==> config.mk <==
export PLATFORM = sky130hd
export DESIGN_NAME = recurring_alarm_scheduler_core
export DESIGN_NICKNAME = d
export VERILOG_FILES = /design/src/sv/ras_pkg.sv /design/src/sv/ras_ram.sv /design/src/sv/ras_div.sv /design/src/sv/recurring_alarm_scheduler_core.sv
export SDC_FILE = /design/constraint.sdc
export NUM_CORES = 2
export LEC_CHECK = 0
export BUFFER_PORTS_ARGS = -buffer_cell sky130_fd_sc_hd__buf_2
export CAP_MARGIN = 40
export CORE_MARGIN = 2
export CORE_UTILIZATION = 50
export CTS_CLUSTER_DIAMETER = 40
export DETAILED_ROUTE_END_ITERATION = 7
export PLACE_DENSITY = 0.71
export SLEW_MARGIN = 10
export SYNTH_ARGS = -nofsm -noshare
export SYNTH_HDL_FRONTEND = slang
export SYNTH_SLANG_ARGS = --single-unit
==> constraint.sdc <==
create_clock -name clk_i -period 10.35 [get_ports clk_i]
set_clock_uncertainty 0.05 [all_clocks]
set_input_delay 3.105 -clock clk_i [delete_from_list [all_inputs] [get_ports clk_i]]
set_output_delay 3.105 -clock clk_i [all_outputs]
set_load 0.02 [all_outputs]
==> src/sv/ras_pkg.sv <==
// Package for the recurring alarm scheduler: payload structs, entry layout,
// operation and repeat codes, divider interface types. No dependencies.
package ras_pkg;

  localparam int unsigned SLOTS_DEF = 16;
  localparam int unsigned DAY_W     = 17;
  localparam int unsigned TIME_W    = 32;
  localparam logic [DAY_W-1:0] SPD_RESET = 17'd86400;

  localparam logic [1:0] MODE_ADD      = 2'd0;
  localparam logic [1:0] MODE_DEL_SLOT = 2'd1;
  localparam logic [1:0] MODE_DEL_TIME = 2'd2;
  localparam logic [1:0] MODE_POP      = 2'd3;

  localparam logic [3:0] REP_ONCE    = 4'd0;
  localparam logic [3:0] REP_DAILY   = 4'd8;
  localparam logic [3:0] REP_WORK    = 4'd9;
  localparam logic [3:0] REP_WEEKEND = 4'd10;

  typedef struct packed {
    logic [1:0]        mode;
    logic [TIME_W-1:0] now;
    logic [TIME_W-1:0] task_time;
    logic [3:0]        repeat_kind;
    logic [3:0]        action_code;
    logic              action_level;
    logic [3:0]        slot_id;
  } in_t;

  typedef struct packed {
    logic              ok;
    logic [3:0]        slot;
    logic [TIME_W-1:0] due_time;
    logic [3:0]        action_out;
    logic              level_out;
    logic [4:0]        entries;
    logic [TIME_W-1:0] head_time;
    logic              empty_res;
  } out_t;

  typedef struct packed {
    logic [TIME_W-1:0] due;
    logic [3:0]        kind;
    logic [3:0]        act;
    logic              lvl;
  } entry_t;

  typedef struct packed {
    logic              start;
    logic [TIME_W-1:0] dividend;
    logic [DAY_W-1:0]  divisor;
  } div_req_t;

  typedef struct packed {
    logic             done;
    logic [DAY_W-1:0] rem;
    logic [2:0]       qmod7;
  } div_rsp_t;

endpackage

==> src/sv/ras_ram.sv <==
// Generic single-write, single-read RAM with registered read data.
// No dependencies.
module ras_ram #(
  parameter int unsigned WIDTH = 8,
  parameter int unsigned DEPTH = 16
) (
  input  logic                     clk_i,
  input  logic                     we_i,
  input  logic [$clog2(DEPTH)-1:0] waddr_i,
  input  logic [WIDTH-1:0]         wdata_i,
  input  logic [$clog2(DEPTH)-1:0] raddr_i,
  output logic [WIDTH-1:0]         rdata_o
);

  logic [WIDTH-1:0] mem [DEPTH];

  always_ff @(posedge clk_i) begin
    if (we_i) begin
      mem[waddr_i] <= wdata_i;
    end
    rdata_o <= mem[raddr_i];
  end

endmodule

==> src/sv/ras_div.sv <==
// Serial restoring divider: 32-bit dividend by 17-bit divisor, one bit a cycle.
// Tracks the quotient modulo 7 alongside. Depends on ras_pkg.
module ras_div (
  input  logic              clk_i,
  input  logic              rst_ni,
  input  ras_pkg::div_req_t req_i,
  output ras_pkg::div_rsp_t rsp_o
);

  localparam int unsigned DW   = ras_pkg::TIME_W;
  localparam int unsigned RW   = ras_pkg::DAY_W;
  localparam int unsigned CNTW = $clog2(DW);

  logic            busy_q, busy_d, done_q, done_d;
  logic [CNTW-1:0] cnt_q, cnt_d;
  logic [DW-1:0]   dvd_q, dvd_d;
  logic [RW-1:0]   r_q, r_d, dsr_q, dsr_d;
  logic [2:0]      m_q, m_d;
  logic [RW:0]     r_sh;
  logic            ge;
  logic [3:0]      m_sh;

  always_comb begin
    r_sh   = {r_q, dvd_q[DW-1]};
    ge     = (r_sh >= {1'b0, dsr_q});
    m_sh   = {m_q, ge};
    busy_d = busy_q;
    done_d = 1'b0;
    cnt_d  = cnt_q;
    dvd_d  = dvd_q;
    r_d    = r_q;
    m_d    = m_q;
    dsr_d  = dsr_q;
    if (req_i.start) begin
      busy_d = 1'b1;
      cnt_d  = '0;
      dvd_d  = req_i.dividend;
      r_d    = '0;
      m_d    = '0;
      dsr_d  = req_i.divisor;
    end else if (busy_q) begin
      // shift in one dividend bit, subtract where it fits
      r_d   = ge ? RW'(r_sh - {1'b0, dsr_q}) : r_sh[RW-1:0];
      m_d   = (m_sh >= 4'd7) ? 3'(m_sh - 4'd7) : m_sh[2:0];
      dvd_d = {dvd_q[DW-2:0], 1'b0};
      cnt_d = cnt_q + CNTW'(1);
      if (cnt_q == CNTW'(DW - 1)) begin
        busy_d = 1'b0;
        done_d = 1'b1;
      end
    end
  end

  always_ff @(posedge clk_i or negedge rst_ni) begin
    if (!rst_ni) begin
      busy_q <= 1'b0;
      done_q <= 1'b0;
      cnt_q  <= '0;
    end else begin
      busy_q <= busy_d;
      done_q <= done_d;
      cnt_q  <= cnt_d;
    end
  end

  always_ff @(posedge clk_i) begin
    dvd_q <= dvd_d;
    r_q   <= r_d;
    m_q   <= m_d;
    dsr_q <= dsr_d;
  end

  assign rsp_o.done  = done_q;
  assign rsp_o.rem   = r_q;
  assign rsp_o.qmod7 = m_q;

endmodule

==> src/sv/recurring_alarm_scheduler_core.sv <==
// Top level of the recurring alarm scheduler: sequencer, slot flags, order
// and entry memories. Depends on ras_pkg, ras_ram and ras_div.
//
//  channel | direction | signals                          | payload
//  --------+-----------+----------------------------------+----------------
//  in      | sink      | in_valid_i / in_ready_o          | ras_pkg::in_t
//  out     | source    | out_valid_o / out_ready_i        | ras_pkg::out_t
//  cfg     | sink      | cfg_valid_i / cfg_ready_o        | seconds_per_day
//
// Operations: one at a time. A failed pop or delete by slot goes straight to the
// head fetch and the result stage. Delete by slot reads the entry, walks the order
// list and moves later entries up; delete by time scans the slots, then walks the
// list. Add and pop end with an insertion that shifts later entries from the tail;
// a rescheduled weekday or weekly entry adds two serial divisions and the offset
// arithmetic, so the worst case is a pop of a weekly entry put back at the front of a full list.
// The serial divider and the one-port-each order and entry memories set the running time.
// Reset: slot flags and list length clear at once; no clearing pass.
// Stalls: a held result parks in the output register while the next transfer
// is taken; the result stage waits only when a second result is ready.
module recurring_alarm_scheduler_core #(
  parameter int unsigned SLOTS = ras_pkg::SLOTS_DEF
) (
  input  logic                          clk_i,
  input  logic                          rst_ni,
  input  logic                          in_valid_i,
  output logic                          in_ready_o,
  input  ras_pkg::in_t                  in_data_i,
  output logic                          out_valid_o,
  input  logic                          out_ready_i,
  output ras_pkg::out_t                 out_data_o,
  input  logic                          cfg_valid_i,
  output logic                          cfg_ready_o,
  input  logic [ras_pkg::DAY_W-1:0]     cfg_data_i
);

  localparam int unsigned SW = $clog2(SLOTS);
  localparam int unsigned LW = $clog2(SLOTS + 1);
  localparam int unsigned TW = ras_pkg::TIME_W;
  localparam int unsigned DW = ras_pkg::DAY_W;
  localparam int unsigned EW = $bits(ras_pkg::entry_t);
  localparam int unsigned NS = 28;

  typedef enum logic [NS-1:0] {
    ST_IDLE  = 28'b1 << 0,
    ST_FREE  = 28'b1 << 1,
    ST_TRD   = 28'b1 << 2,
    ST_TCMP  = 28'b1 << 3,
    ST_SRD   = 28'b1 << 4,
    ST_WRD   = 28'b1 << 5,
    ST_WCHK  = 28'b1 << 6,
    ST_WEND  = 28'b1 << 7,
    ST_PGET  = 28'b1 << 8,
    ST_DN0   = 28'b1 << 9,
    ST_DN1   = 28'b1 << 10,
    ST_DH0   = 28'b1 << 11,
    ST_DH1   = 28'b1 << 12,
    ST_CALC  = 28'b1 << 13,
    ST_MUL   = 28'b1 << 14,
    ST_ADD   = 28'b1 << 15,
    ST_EWR   = 28'b1 << 16,
    ST_IRD   = 28'b1 << 17,
    ST_IWT   = 28'b1 << 18,
    ST_ICMP  = 28'b1 << 19,
    ST_IPUT  = 28'b1 << 20,
    ST_HEAD0 = 28'b1 << 21,
    ST_HEAD1 = 28'b1 << 22,
    ST_HEAD2 = 28'b1 << 23,
    ST_OUT   = 28'b1 << 24,
    ST_FRD   = 28'b1 << 25,
    ST_FWT   = 28'b1 << 26,
    ST_FCMP  = 28'b1 << 27
  } state_e;

  state_e state_q, state_d;

  // control state
  logic [SLOTS-1:0] used_q, used_d;
  logic [LW-1:0]    len_q, len_d;
  logic             outv_q, outv_d;
  logic [DW-1:0]    spd_q;

  // operation context
  ras_pkg::in_t  req_q, req_d;
  ras_pkg::out_t out_q, out_d;
  logic [LW-1:0] s_q, s_d, i_q, i_d, j_q, j_d;
  logic [SW-1:0] slot_q, slot_d, target_q, target_d, o_q, o_d;
  logic          found_q, found_d, ok_q, ok_d, front_q, front_d;
  logic [TW-1:0] due_q, due_d, rdue_q, rdue_d, head_q, head_d;
  logic [TW-1:0] base_q, base_d, sum_q, sum_d;
  logic [3:0]    kind_q, kind_d, act_q, act_d, off_q, off_d;
  logic          lvl_q, lvl_d;
  logic [DW-1:0] tod_q, tod_d, hit_q, hit_d;
  logic [2:0]    qm_q, qm_d;
  logic [DW+3:0] prod_q, prod_d;

  // memories
  logic          ord_we;
  logic [SW-1:0] ord_waddr, ord_wdata, ord_raddr, ord_rd;
  logic          ent_we;
  logic [SW-1:0] ent_waddr, ent_raddr;
  ras_pkg::entry_t ent_wdata, ent_rd;

  ras_pkg::div_req_t div_req;
  ras_pkg::div_rsp_t div_rsp;

  // helpers
  logic [DW-1:0]   d_eff;
  logic [TW-1:0]   d32, d7;
  logic [SW+3:0]   sid_ext, slot_ext;
  logic [LW+4:0]   len_ext;
  logic            sid_ok, is_pop, is_add, recur, shift;
  logic [LW-1:0]   i_p1, j_m1;
  logic [SW-1:0]   i_m1;
  logic [2:0]      today;
  logic [3:0]      t3;
  logic [3:0]      dd, woff, off_c;
  logic            late;
  logic signed [4:0] nd;

  ras_ram #(.WIDTH(SW), .DEPTH(SLOTS)) u_ord_ram (
    .clk_i   (clk_i),
    .we_i    (ord_we),
    .waddr_i (ord_waddr),
    .wdata_i (ord_wdata),
    .raddr_i (ord_raddr),
    .rdata_o (ord_rd)
  );

  ras_ram #(.WIDTH(EW), .DEPTH(SLOTS)) u_ent_ram (
    .clk_i   (clk_i),
    .we_i    (ent_we),
    .waddr_i (ent_waddr),
    .wdata_i (ent_wdata),
    .raddr_i (ent_raddr),
    .rdata_o (ent_rd)
  );

  ras_div u_div (
    .clk_i  (clk_i),
    .rst_ni (rst_ni),
    .req_i  (div_req),
    .rsp_o  (div_rsp)
  );

  // a day length of zero counts as one
  assign d_eff = (spd_q == '0) ? DW'(1) : spd_q;
  assign d32   = {{(TW - DW){1'b0}}, d_eff};
  assign d7    = TW'({d_eff, 3'b000}) - d32;

  assign sid_ext  = {{SW{1'b0}}, in_data_i.slot_id};
  assign sid_ok   = (32'(in_data_i.slot_id) < SLOTS) && used_q[sid_ext[SW-1:0]];
  assign is_pop   = (req_q.mode == ras_pkg::MODE_POP);
  assign is_add   = (req_q.mode == ras_pkg::MODE_ADD);
  assign recur    = (req_q.repeat_kind != ras_pkg::REP_ONCE) &&
                    (req_q.repeat_kind != ras_pkg::REP_DAILY);
  assign i_p1     = i_q + LW'(1);
  assign i_m1     = i_q[SW-1:0] - SW'(1);
  assign j_m1     = j_q - LW'(1);
  assign slot_ext = {4'b0000, slot_q};
  assign len_ext  = {5'b00000, len_q};

  assign div_req.start    = (state_q == ST_DN0) || (state_q == ST_DH0);
  assign div_req.dividend = (state_q == ST_DN0) ? req_q.now : due_q;
  assign div_req.divisor  = d_eff;

  // weekday of now, then the day offset of the next matching day
  always_comb begin
    t3    = {1'b0, qm_q} + 4'd3;
    today = 3'((t3 >= 4'd7) ? (t3 - 4'd7) : t3) + 3'd1;
    late  = (hit_q <= tod_q);
    woff  = 4'd0;
    for (int k = 6; k >= 0; k--) begin
      dd = {1'b0, today} - 4'd1 + 4'(k);
      dd = ((dd >= 4'd7) ? (dd - 4'd7) : dd) + 4'd1;
      if (!((k == 0) && late)) begin
        if (((kind_q == ras_pkg::REP_WORK) && (dd >= 4'd1) && (dd <= 4'd5)) ||
            ((kind_q == ras_pkg::REP_WEEKEND) && (dd >= 4'd6) && (dd <= 4'd7))) begin
          woff = 4'(k);
        end
      end
    end
    nd = $signed({1'b0, kind_q}) - $signed({2'b00, today});
    if (!((nd > 5'sd0) || ((nd == 5'sd0) && !late))) begin
      nd = nd + 5'sd7;
    end
    if ((kind_q == ras_pkg::REP_WORK) || (kind_q == ras_pkg::REP_WEEKEND)) begin
      off_c = woff;
    end else begin
      off_c = nd[3:0];
    end
  end

  // sequencer
  always_comb begin
    state_d  = state_q;
    used_d   = used_q;
    len_d    = len_q;
    outv_d   = outv_q;
    req_d    = req_q;
    out_d    = out_q;
    s_d      = s_q;
    i_d      = i_q;
    j_d      = j_q;
    slot_d   = slot_q;
    target_d = target_q;
    o_d      = o_q;
    found_d  = found_q;
    ok_d     = ok_q;
    front_d  = front_q;
    due_d    = due_q;
    rdue_d   = rdue_q;
    head_d   = head_q;
    base_d   = base_q;
    sum_d    = sum_q;
    kind_d   = kind_q;
    act_d    = act_q;
    lvl_d    = lvl_q;
    off_d    = off_q;
    tod_d    = tod_q;
    hit_d    = hit_q;
    qm_d     = qm_q;
    prod_d   = prod_q;
    shift    = 1'b0;

    ord_we    = 1'b0;
    ord_waddr = '0;
    ord_wdata = '0;
    ord_raddr = '0;
    ent_we    = 1'b0;
    ent_waddr = '0;
    ent_wdata = '0;
    ent_raddr = '0;

    if (outv_q && out_ready_i) begin
      outv_d = 1'b0;
    end

    case (state_q)
      ST_IDLE: begin
        if (in_valid_i) begin
          req_d   = in_data_i;
          ok_d    = 1'b0;
          found_d = 1'b0;
          i_d     = '0;
          s_d     = '0;
          case (in_data_i.mode)
            ras_pkg::MODE_ADD: begin
              state_d = ST_FREE;
            end
            ras_pkg::MODE_DEL_SLOT: begin
              if (sid_ok) begin
                used_d[sid_ext[SW-1:0]] = 1'b0;
                ent_raddr = sid_ext[SW-1:0];
                target_d  = sid_ext[SW-1:0];
                state_d   = ST_SRD;
              end else begin
                state_d = ST_HEAD0;
              end
            end
            ras_pkg::MODE_DEL_TIME: begin
              state_d = ST_TRD;
            end
            default: begin
              state_d = (len_q != '0) ? ST_WRD : ST_HEAD0;
            end
          endcase
        end
      end
      // lowest free slot, one flag a cycle
      ST_FREE: begin
        if (s_q == LW'(SLOTS)) begin
          state_d = ST_HEAD0;
        end else if (!used_q[s_q[SW-1:0]]) begin
          used_d[s_q[SW-1:0]] = 1'b1;
          slot_d  = s_q[SW-1:0];
          due_d   = req_q.task_time;
          kind_d  = req_q.repeat_kind;
          act_d   = req_q.action_code;
          lvl_d   = req_q.action_level;
          state_d = recur ? ST_DN0 : ST_EWR;
        end else begin
          s_d = s_q + LW'(1);
        end
      end
      ST_TRD: begin
        ent_raddr = s_q[SW-1:0];
        state_d   = ST_TCMP;
      end
      ST_TCMP: begin
        if (used_q[s_q[SW-1:0]] && (ent_rd.due == req_q.task_time)) begin
          used_d[s_q[SW-1:0]] = 1'b0;
          ok_d     = 1'b1;
          slot_d   = s_q[SW-1:0];
          target_d = s_q[SW-1:0];
          rdue_d   = req_q.task_time;
          state_d  = ST_WRD;
        end else if (s_q == LW'(SLOTS - 1)) begin
          state_d = ST_HEAD0;
        end else begin
          s_d     = s_q + LW'(1);
          state_d = ST_TRD;
        end
      end
      ST_SRD: begin
        rdue_d  = ent_rd.due;
        slot_d  = target_q;
        state_d = ST_WRD;
      end
      // walk the order list; once the slot is found, move the rest up by one
      ST_WRD: begin
        ord_raddr = i_q[SW-1:0];
        state_d   = ST_WCHK;
      end
      ST_WCHK: begin
        if (found_q) begin
          ord_we    = 1'b1;
          ord_waddr = i_m1;
          ord_wdata = ord_rd;
        end else if ((is_pop && (i_q == '0)) || (ord_rd == target_q)) begin
          found_d = 1'b1;
          slot_d  = ord_rd;
        end
        i_d     = i_p1;
        state_d = (i_p1 == len_q) ? ST_WEND : ST_WRD;
      end
      ST_WEND: begin
        if (found_q) begin
          len_d = len_q - LW'(1);
        end
        if (is_pop) begin
          ok_d      = 1'b1;
          ent_raddr = slot_q;
          state_d   = ST_PGET;
        end else begin
          if (req_q.mode == ras_pkg::MODE_DEL_SLOT) begin
            ok_d = found_q;
          end
          state_d = ST_HEAD0;
        end
      end
      // popped entry: free it or advance its due time
      ST_PGET: begin
        rdue_d = ent_rd.due;
        act_d  = ent_rd.act;
        lvl_d  = ent_rd.lvl;
        kind_d = ent_rd.kind;
        case (ent_rd.kind)
          ras_pkg::REP_ONCE: begin
            used_d[slot_q] = 1'b0;
            state_d = ST_HEAD0;
          end
          ras_pkg::REP_DAILY: begin
            due_d   = ent_rd.due + d32;
            state_d = ST_EWR;
          end
          ras_pkg::REP_WORK, ras_pkg::REP_WEEKEND: begin
            due_d   = ent_rd.due + d32;
            state_d = ST_DN0;
          end
          default: begin
            due_d   = ent_rd.due + d7;
            state_d = ST_DN0;
          end
        endcase
      end
      ST_DN0: begin
        state_d = ST_DN1;
      end
      ST_DN1: begin
        if (div_rsp.done) begin
          qm_d    = div_rsp.qmod7;
          tod_d   = div_rsp.rem;
          state_d = ST_DH0;
        end
      end
      ST_DH0: begin
        state_d = ST_DH1;
      end
      ST_DH1: begin
        if (div_rsp.done) begin
          hit_d   = div_rsp.rem;
          state_d = ST_CALC;
        end
      end
      ST_CALC: begin
        off_d   = off_c;
        base_d  = req_q.now - {{(TW - DW){1'b0}}, tod_q};
        state_d = ST_MUL;
      end
      ST_MUL: begin
        prod_d  = off_q * d_eff;
        sum_d   = base_q + {{(TW - DW){1'b0}}, hit_q};
        state_d = ST_ADD;
      end
      ST_ADD: begin
        due_d   = sum_q + {{(TW - DW - 4){1'b0}}, prod_q};
        state_d = ST_EWR;
      end
      ST_EWR: begin
        ent_we         = 1'b1;
        ent_waddr      = slot_q;
        ent_wdata.due  = due_q;
        ent_wdata.kind = kind_q;
        ent_wdata.act  = act_q;
        ent_wdata.lvl  = lvl_q;
        if (is_add) begin
          ok_d   = 1'b1;
          rdue_d = due_q;
        end
        j_d     = len_q;
        state_d = (len_q == '0) ? ST_IPUT : ST_FRD;
      end
      // fetch the head's due time: at or before it, the entry goes to the front
      ST_FRD: begin
        ord_raddr = '0;
        state_d   = ST_FWT;
      end
      ST_FWT: begin
        ent_raddr = ord_rd;
        state_d   = ST_FCMP;
      end
      ST_FCMP: begin
        front_d   = (due_q <= ent_rd.due);
        ord_raddr = j_m1[SW-1:0];
        state_d   = ST_IWT;
      end
      // insertion from the tail: shift later entries down one place
      ST_IRD: begin
        ord_raddr = j_m1[SW-1:0];
        state_d   = ST_IWT;
      end
      ST_IWT: begin
        o_d       = ord_rd;
        ent_raddr = ord_rd;
        state_d   = ST_ICMP;
      end
      ST_ICMP: begin
        // a front insertion shifts every entry, equal times included
        shift = front_q || (ent_rd.due > due_q);
        if (shift) begin
          ord_we    = 1'b1;
          ord_waddr = j_q[SW-1:0];
          ord_wdata = o_q;
          j_d       = j_m1;
          state_d   = (j_q == LW'(1)) ? ST_IPUT : ST_IRD;
        end else begin
          state_d = ST_IPUT;
        end
      end
      ST_IPUT: begin
        ord_we    = 1'b1;
        ord_waddr = j_q[SW-1:0];
        ord_wdata = slot_q;
        len_d     = len_q + LW'(1);
        state_d   = ST_HEAD0;
      end
      // fetch the head's due time for the status fields
      ST_HEAD0: begin
        if (len_q == '0) begin
          head_d  = '0;
          state_d = ST_OUT;
        end else begin
          ord_raddr = '0;
          state_d   = ST_HEAD1;
        end
      end
      ST_HEAD1: begin
        ent_raddr = ord_rd;
        state_d   = ST_HEAD2;
      end
      ST_HEAD2: begin
        head_d  = ent_rd.due;
        state_d = ST_OUT;
      end
      ST_OUT: begin
        // hold until the result register is free
        if (!outv_q || out_ready_i) begin
          outv_d           = 1'b1;
          out_d.ok         = ok_q;
          out_d.slot       = ok_q ? slot_ext[3:0] : 4'd0;
          out_d.due_time   = ok_q ? rdue_q : '0;
          out_d.action_out = (ok_q && is_pop) ? act_q : 4'd0;
          out_d.level_out  = ok_q && is_pop && lvl_q;
          out_d.entries    = len_ext[4:0];
          out_d.head_time  = head_q;
          out_d.empty_res  = (len_q == '0);
          state_d          = ST_IDLE;
        end
      end
      default: begin
        state_d = ST_IDLE;
      end
    endcase
  end

  always_ff @(posedge clk_i or negedge rst_ni) begin
    if (!rst_ni) begin
      state_q <= ST_IDLE;
      used_q  <= '0;
      len_q   <= '0;
      outv_q  <= 1'b0;
      spd_q   <= ras_pkg::SPD_RESET;
    end else begin
      state_q <= state_d;
      used_q  <= used_d;
      len_q   <= len_d;
      outv_q  <= outv_d;
      if (cfg_valid_i) begin
        spd_q <= cfg_data_i;
      end
    end
  end

  always_ff @(posedge clk_i) begin
    req_q    <= req_d;
    out_q    <= out_d;
    s_q      <= s_d;
    i_q      <= i_d;
    j_q      <= j_d;
    slot_q   <= slot_d;
    target_q <= target_d;
    o_q      <= o_d;
    found_q  <= found_d;
    ok_q     <= ok_d;
    front_q  <= front_d;
    due_q    <= due_d;
    rdue_q   <= rdue_d;
    head_q   <= head_d;
    base_q   <= base_d;
    sum_q    <= sum_d;
    kind_q   <= kind_d;
    act_q    <= act_d;
    lvl_q    <= lvl_d;
    off_q    <= off_d;
    tod_q    <= tod_d;
    hit_q    <= hit_d;
    qm_q     <= qm_d;
    prod_q   <= prod_d;
  end

  assign in_ready_o  = (state_q == ST_IDLE);
  assign out_valid_o = outv_q;
  assign out_data_o  = out_q;
  assign cfg_ready_o = 1'b1;

  // listed entries and claimed slots agree between operations
  a_len_matches_used: assert property (@(posedge clk_i) disable iff (!rst_ni)
    (state_q == ST_IDLE) |-> ($countones(used_q) == 32'(len_q)))
    else $error("list length differs from claimed slot count");

  a_len_bound: assert property (@(posedge clk_i) disable iff (!rst_ni)
    32'(len_q) <= SLOTS)
    else $error("list length beyond table size");

  a_div_done_waited: assert property (@(posedge clk_i) disable iff (!rst_ni)
    div_rsp.done |-> ((state_q == ST_DN1) || (state_q == ST_DH1)))
    else $error("divider finished while nobody waited");

  a_out_load_idle: assert property (@(posedge clk_i) disable iff (!rst_ni)
    (state_q == ST_OUT && (!outv_q || out_ready_i)) |=> (outv_q && state_q == ST_IDLE))
    else $error("result not loaded on leaving the result stage");

endmodule
==> Word-level counts from Yosys, hierarchy flattened <==
Memories as Yosys holds them, arrays and structs flattened. A register that Yosys moved wholly into a read port is not among the register bits.
Index checks and enable logic that the tools add are counted.
{ "op_classes": {"n_lt_le_gt_ge": 48, "n_mul": 1, "addsub": 41, "muxes": 143, "reduce_logical": 96, "eq_ne": 67, "n_bitwise": 7} }
{ "ops": {"columns": ["cell", "count"], "rows": [
  ["case mux 28 bit (27 select lines)", 1],
  ["2-to-1 mux 32 bit", 8],
  ["case mux 32 bit (3 select lines)", 2],
  ["2-to-1 mux 28 bit", 6],
  ["2-to-1 mux 4 bit", 35],
  ["case mux 32 bit (2 select lines)", 2],
  ["2-to-1 mux 16 bit", 7],
  ["2-to-1 mux 22 bit", 5],
  ["case mux 22 bit (3 select lines)", 1],
  ["adder 32 x 17 -> 32 bit", 2],
  ["greater-or-equal comparator 4 x 3 -> 1 bit, second input constant", 16],
  ["case mux 16 bit (4 select lines)", 1],
  ["<= comparator 4 x 3 -> 1 bit, second input constant", 14],
  ["2-to-1 mux 17 bit", 3],
  ["AND 16 bit", 3],
  ["NOT 16 bit", 3],
  ["2-to-1 mux 5 bit", 9],
  ["case mux 22 bit (2 select lines)", 1],
  ["2-to-1 mux 21 bit", 2],
  ["2-to-1 mux 41 bit", 1],
  ["greater-or-equal comparator 4 x 1 -> 1 bit, second input constant", 10],
  ["logical AND 1 bit", 38],
  ["adder 32 x 21 -> 32 bit", 1],
  ["adder 32 bit", 1],
  ["98 further kinds", 231]
]} }
{ "word_totals": {"ff_bits": 559, "ram_bits": 720, "memories": 2, "input_bits": 101} }
{ "memory_table": {"columns": ["name", "depth", "width", "rd", "rd_ports_with_merged_regs", "wr", "line", "rtl"], "rows": [
  ["u_ent_ram.mem", 16, 41, 1, 1, 1, "ras_ram.sv:15", "logic [WIDTH-1:0] mem [DEPTH];"],
  ["u_ord_ram.mem", 16, 4, 1, 1, 1, "ras_ram.sv:15", null]
]} }

==> Logic depth before layout (Yosys ltp) <==
{ "depth": {"ltp_word": 22, "depth_mapped": 29, "depth_no_buf": 28} }

==> Modules after synthesis <==
Synthesis repeated with hierarchy kept, for this count alone.
{ "unflattened": {"cells_unflattened": 4512, "hier_area_um2": 62730.2} }
{ "modules_own_cells": {"columns": ["module", "n_inst", "area_each_um2", "seq_area_each_um2", "cells_per_inst"], "rows": [
  ["recurring_alarm_scheduler_core", 1, 30538.0, 14176.1, 2940],
  ["ras_ram (u_ent_ram)", 1, 25375.6, 20519.7, 1066],
  ["ras_div", 1, 4150.2, 2047.0, 376],
  ["ras_ram (u_ord_ram)", 1, 2666.3, 2001.9, 130]
]} }

==> Worst setup path after synthesis <==
Ideal clock, no wire load.
{ "synth_path": {"path_type": "input port to flip-flop", "start": "input out_ready_i", "end": "register out_q (netlist bit out_data_o[0]), enable pin", "path_buffers": 0, "slack_ns": 2.969, "required_ns": 9.773, "arrival_time_ns": 6.804, "path_stages": 2, "cell_sequence": "nand2b_1 nor2b_1"} }
{ "synth_between": {"elab_chain_cells": 2} }
{ "synth_rtl": {"columns": ["item", "line", "rtl"], "rows": [
  ["from (decl)", "recurring_alarm_scheduler_core.sv:29", "input logic out_ready_i,"],
  ["logical OR 1 bit", "recurring_alarm_scheduler_core.sv:477", "if (!outv_q || out_ready_i) begin"],
  ["AND reduction 2 bit (no line)", null, null],
  ["to (signal assigned)", "recurring_alarm_scheduler_core.sv:516", "out_q <= out_d;"],
  ["to (decl)", "recurring_alarm_scheduler_core.sv:84", "ras_pkg::out_t out_q, out_d;"]
]} }
Every way passes these cells.
A chain may end at the register's enable or synchronous reset.

==> Final worst setup path <==
{ "layout_path": {"start": "register spd_q[8]", "end": "register due_q[30] (data pin)"} }
{ "layout_between": {"elab_chain_cells": 6, "elab_cells_between_ends": 7} }
{ "layout_rtl": {"columns": ["item", "line", "rtl"], "rows": [
  ["from (decl)", "recurring_alarm_scheduler_core.sv:80", "logic [DW-1:0] spd_q;"],
  ["from (signal assigned)", "recurring_alarm_scheduler_core.sv:502", "spd_q <= ras_pkg::SPD_RESET;"],
  ["from (signal assigned)", "recurring_alarm_scheduler_core.sv:509", "spd_q <= cfg_data_i;"],
  ["zero test 17 bit", "recurring_alarm_scheduler_core.sv:146", "assign d_eff = (spd_q == '0) ? DW'(1) : spd_q;"],
  ["2-to-1 mux 17 bit", "recurring_alarm_scheduler_core.sv:146", null],
  ["subtractor 20 x 17 -> 21 bit", "recurring_alarm_scheduler_core.sv:148", "assign d7 = TW'({d_eff, 3'b000}) - d32;"],
  ["via d7[0]", "recurring_alarm_scheduler_core.sv:108", "logic [TW-1:0] d32, d7;"],
  ["adder 32 bit", "recurring_alarm_scheduler_core.sv:361", "due_d = ent_rd.due + d7;"],
  ["case mux 32 bit (2 select lines)", "recurring_alarm_scheduler_core.sv:347", "case (ent_rd.kind)"],
  ["case mux 32 bit (3 select lines)", "recurring_alarm_scheduler_core.sv:238", "case (state_q)"],
  ["via due_d[30]", "recurring_alarm_scheduler_core.sv:88", "logic [TW-1:0] due_q, due_d, rdue_q, rdue_d, head_q, head_d;"],
  ["to (signal assigned)", "recurring_alarm_scheduler_core.sv:526", "due_q <= due_d;"],
  ["to (decl)", "recurring_alarm_scheduler_core.sv:88", null]
]} }
The timed path passes the listed nets, and every way through them passes these cells.

==> results.yml <==
setup_path:
  cp_max_fo: 9
  endpoint: "due_q[30]"
  end_kind: "register"
  r2r_setup_slack_ns: 3.67
  r2r-end: "due_q[30]"
  startpoint: "spd_q[8]"
  worst_ep_required_time_ns: 10.92
  reg2regPathDepth: 25
  reg2reg_from: "spd_q[8]"
  worst-setup-path-type: "register to register"
  cp.arrival_ns: 7.25
  start_kind: "register"
die:
  core_area_mm2: 0.126
  initial_utilization_pct: 50.4
  die_h_um: 360
  io_pins: 184
  die_w_um: 360
  die_area_mm2: 0.130
  rows: 130
clock_tree:
  postCtsResizedCells: 0
  cts_buffers: 174
  clkSinkCount: 1324
  post_cts_buffers: 0
  clock_tree.root_cell: "clkbuf_16"
  htree_levels: 4
  path_clk_slew_ns: 0.06
  cts_max_path_buffers: 3
  cts_tree: "yes"
  cts_hold_buf: 0
  insertion_delay_ns: 0.81
synthesis:
  syn-num-nets: 5683
  synth-seq-cells: 1324
  synthesis.area_mm2: 0.0634
  async_reset_ff_share_pct: 5.59
  ys_seq_area_share_pct: 61.2
  synthCells: 5305
  synth_edf_count: 1185
  ys_types: 91
  ys.flop_type: "edfxtp_1"
  synth_warnings: 0
  avgSynthCellArea_um2: 11.9
sta:
  report.final.slew_viol_count: 0
  relSlewSlack_pct: 26.1
  finalSetupTns_ns: 0
  finalCriticalPeriod_ns: 6.68
  fmax_mhz: 150
  tightest_slew_ns: 1.11
  worst_slack_ns: 3.67
  setup_violations: 0
  hold_viol: 0
  fin_crit_sh_pct: 64.5
  rsz0062_at_grt: "false"
grt:
  grt_pass1_wl_um: 267000
  grt_use_total_pct: 27.5
  antenna_found_initial: 6
  grt_pass1_vias: 42535
  grt_overflow: 0
  grt_max_degree: 174
flow_run:
  drv_cap: 0
routing:
  drt_iter0_markers: 5726
  vias: 44528
  drc_errors: 0
  vias_per_cell: 6.10
  drt_pass1_iterations: 6
  detail_route.wl_per_cell_um: 24.9
  routed_wl_um: 182000
  ant_nets: 0
finish:
  fillers: 9899
  drive_above_1_share_pct: 13.0
  instances_no_fill: 7305
  final_cell_area_mm2: 0.0724
  area_delta_synth_final_pct: 14.3
  fin_nets: 5880
  layout_common_cells: "1185 x edfxtp_1, 641 x nand2_1, 485 x nor2_1"
  final_common_cell: "edfxtp_1"
power:
  powerDensity_mw_per_mm2: 219
  p_leak_nw: 28.8
  ir_drop_mv: 0.155
place:
  gp_congestion: 0.938
  dp.cells: 6971
  dpl_cell_area_mm2: 0.0664
  post-dp-hpwl_um: 119000
  port_buffers: 182
  post-place-ws_ns: 3.36
worst_hold_path:
  hold_class: "register to register"
outcome:
  outcome: "completed"
[stage by stage]
| stage | utilization [%] | power (mW) | hold WS [ns] |
|---|---|---|---|
| after global routing | 57.6 | 16.4 | 0.374 |
| after floorplan | - | 8.61 | 0.350 |
| after detailed placement | 52.8 | 9.70 | 0.355 |
| after global placement | 52.5 | 9.62 | 0.355 |
| final | 57.6 | 15.9 | 0.365 |
| after CTS | 57.6 | 15.8 | 0.367 |
[logic make-up after synthesis]
kind of cell	synth area share [%]
buffers and inverters	2.97
and+or+nand+nor	13.3
AOI/OAI and AO/OA	11.0
xor gates and xnor gates	3.14
adders and majority gates	5.91
other	0.00592
DFF	61.2
muxes	2.53
[per-layer routing]
layer | global-route usage, % | vias up | routed length [µm]
met5 | 0 | - | 25
li1 | - | 19938 | -
met3 | 6.17 | 434 | 19000
met1 | 37.8 | 21807 | 73200
met4 | 11.0 | 4 | 7260
met2 | 42.6 | 2345 | 82200
[cell usage after synthesis (all sizes together), types with 11 or more instances]
master | n | area, µm²
or3 | 18 | 113
o22ai | 33 | 206
a221oi | 25 | 288
o21a | 24 | 180
o211ai | 17 | 133
a211oi | 64 | 546
a32oi | 19 | 166
buf | 75 | 467
or2 | 12 | 75.1
o21bai | 12 | 90.1
nand2b | 46 | 288
a21oi | 154 | 771
o21ai | 396 | 1990
and2 | 167 | 1050
nand4 | 44 | 275
a22oi | 30 | 225
edfxtp | 1185 | 35600
nand2 | 644 | 2420
xor2 | 78 | 683
xnor2 | 149 | 1310
o221ai | 34 | 298
mux2i | 59 | 591
nor2b | 43 | 269
nor4 | 23 | 159
a31oi | 99 | 619
nand4b | 11 | 96.3
dfrtp | 68 | 1700
nor3b | 15 | 113
ha | 240 | 3000
dfxtp | 65 | 1300
fa | 37 | 741
a21o | 52 | 390
nor3 | 88 | 455
inv | 191 | 717
mux2 | 40 | 450
and3 | 39 | 244
mux4 | 25 | 563
nor2 | 493 | 1850
clkbuf | 182 | 683
a221o | 31 | 310
nand3 | 155 | 788
[sequential cells by signal (all words and copies together), names as in the netlist, 16 cells and up]
signal,cells
u_ent_ram.mem,656
out_data_o,80
req_q,75
u_ord_ram.mem,64
u_ent_ram.rdata_o,41
base_q,32
due_q,32
head_q,32
rdue_q,32
sum_q,32
u_div.dvd_q,32
state_q,28
prod_q,21
hit_q,17
spd_q,17
tod_q,17
u_div.dsr_q,17
u_div.r_q,17
used_q,16
[cell type report]
type | instances | area [µm²] | share of cell area, %
antenna | 2 | 5.00 | 0.00691
clock buffer | 219 | 4720 | 6.51
clock inverter | 108 | 1310 | 1.80
inverter | 193 | 729 | 1.01
multi-input combinational | 3531 | 23000 | 31.8
sequential | 1324 | 38700 | 53.5
tap | 1650 | 2060 | 2.85
timing repair buffer | 278 | 1860 | 2.57
[critical path, stage by stage, from the launching register on]
cell      delay, ns
dfstp_2        0.69
nor4_1         0.10
nand4_1        0.16
nor3_1         0.06
nor2_1         0.35
inv_1          0.27
ha_1           0.42
nand4_1        0.15
a21boi_0       0.44
o31a_1         0.28
o211a_1        0.17
nor2_1         0.05
xnor2_1        0.14
nor2_1         0.05
a21oi_1        0.21
ha_1           0.31
a21o_1         0.17
a21oi_1        0.13
nor2b_1        0.06
a311oi_1       0.67
nor4_1         0.12
o31ai_1        0.38
o21ai_0        0.26
a211o_1        0.33
o311a_1        0.31
o21ai_0        0.16
[how the worst min path moves through the flow]
stage                from             end  slack [ns]  cells after the start
3_5_place_dp   head_q[17]  out_data_o[18]        0.36                      0
4_1_cts        head_q[20]  out_data_o[21]        0.37                      0
6_report       head_q[20]  out_data_o[21]        0.36                      0
5_1_grt        head_q[21]  out_data_o[22]        0.37                      0
2_1_floorplan   head_q[9]  out_data_o[10]        0.35                      0
3_3_place_gp   head_q[12]  out_data_o[13]        0.35                      0
[power by group]
| group | switching [mW] | internal [mW] |
|---|---|---|
| Sequential | 0.570 | 6.27 |
| Clock | 2.42 | 3.74 |
| Combinational | 1.82 | 1.04 |
Power figures use the tool's default switching activity.
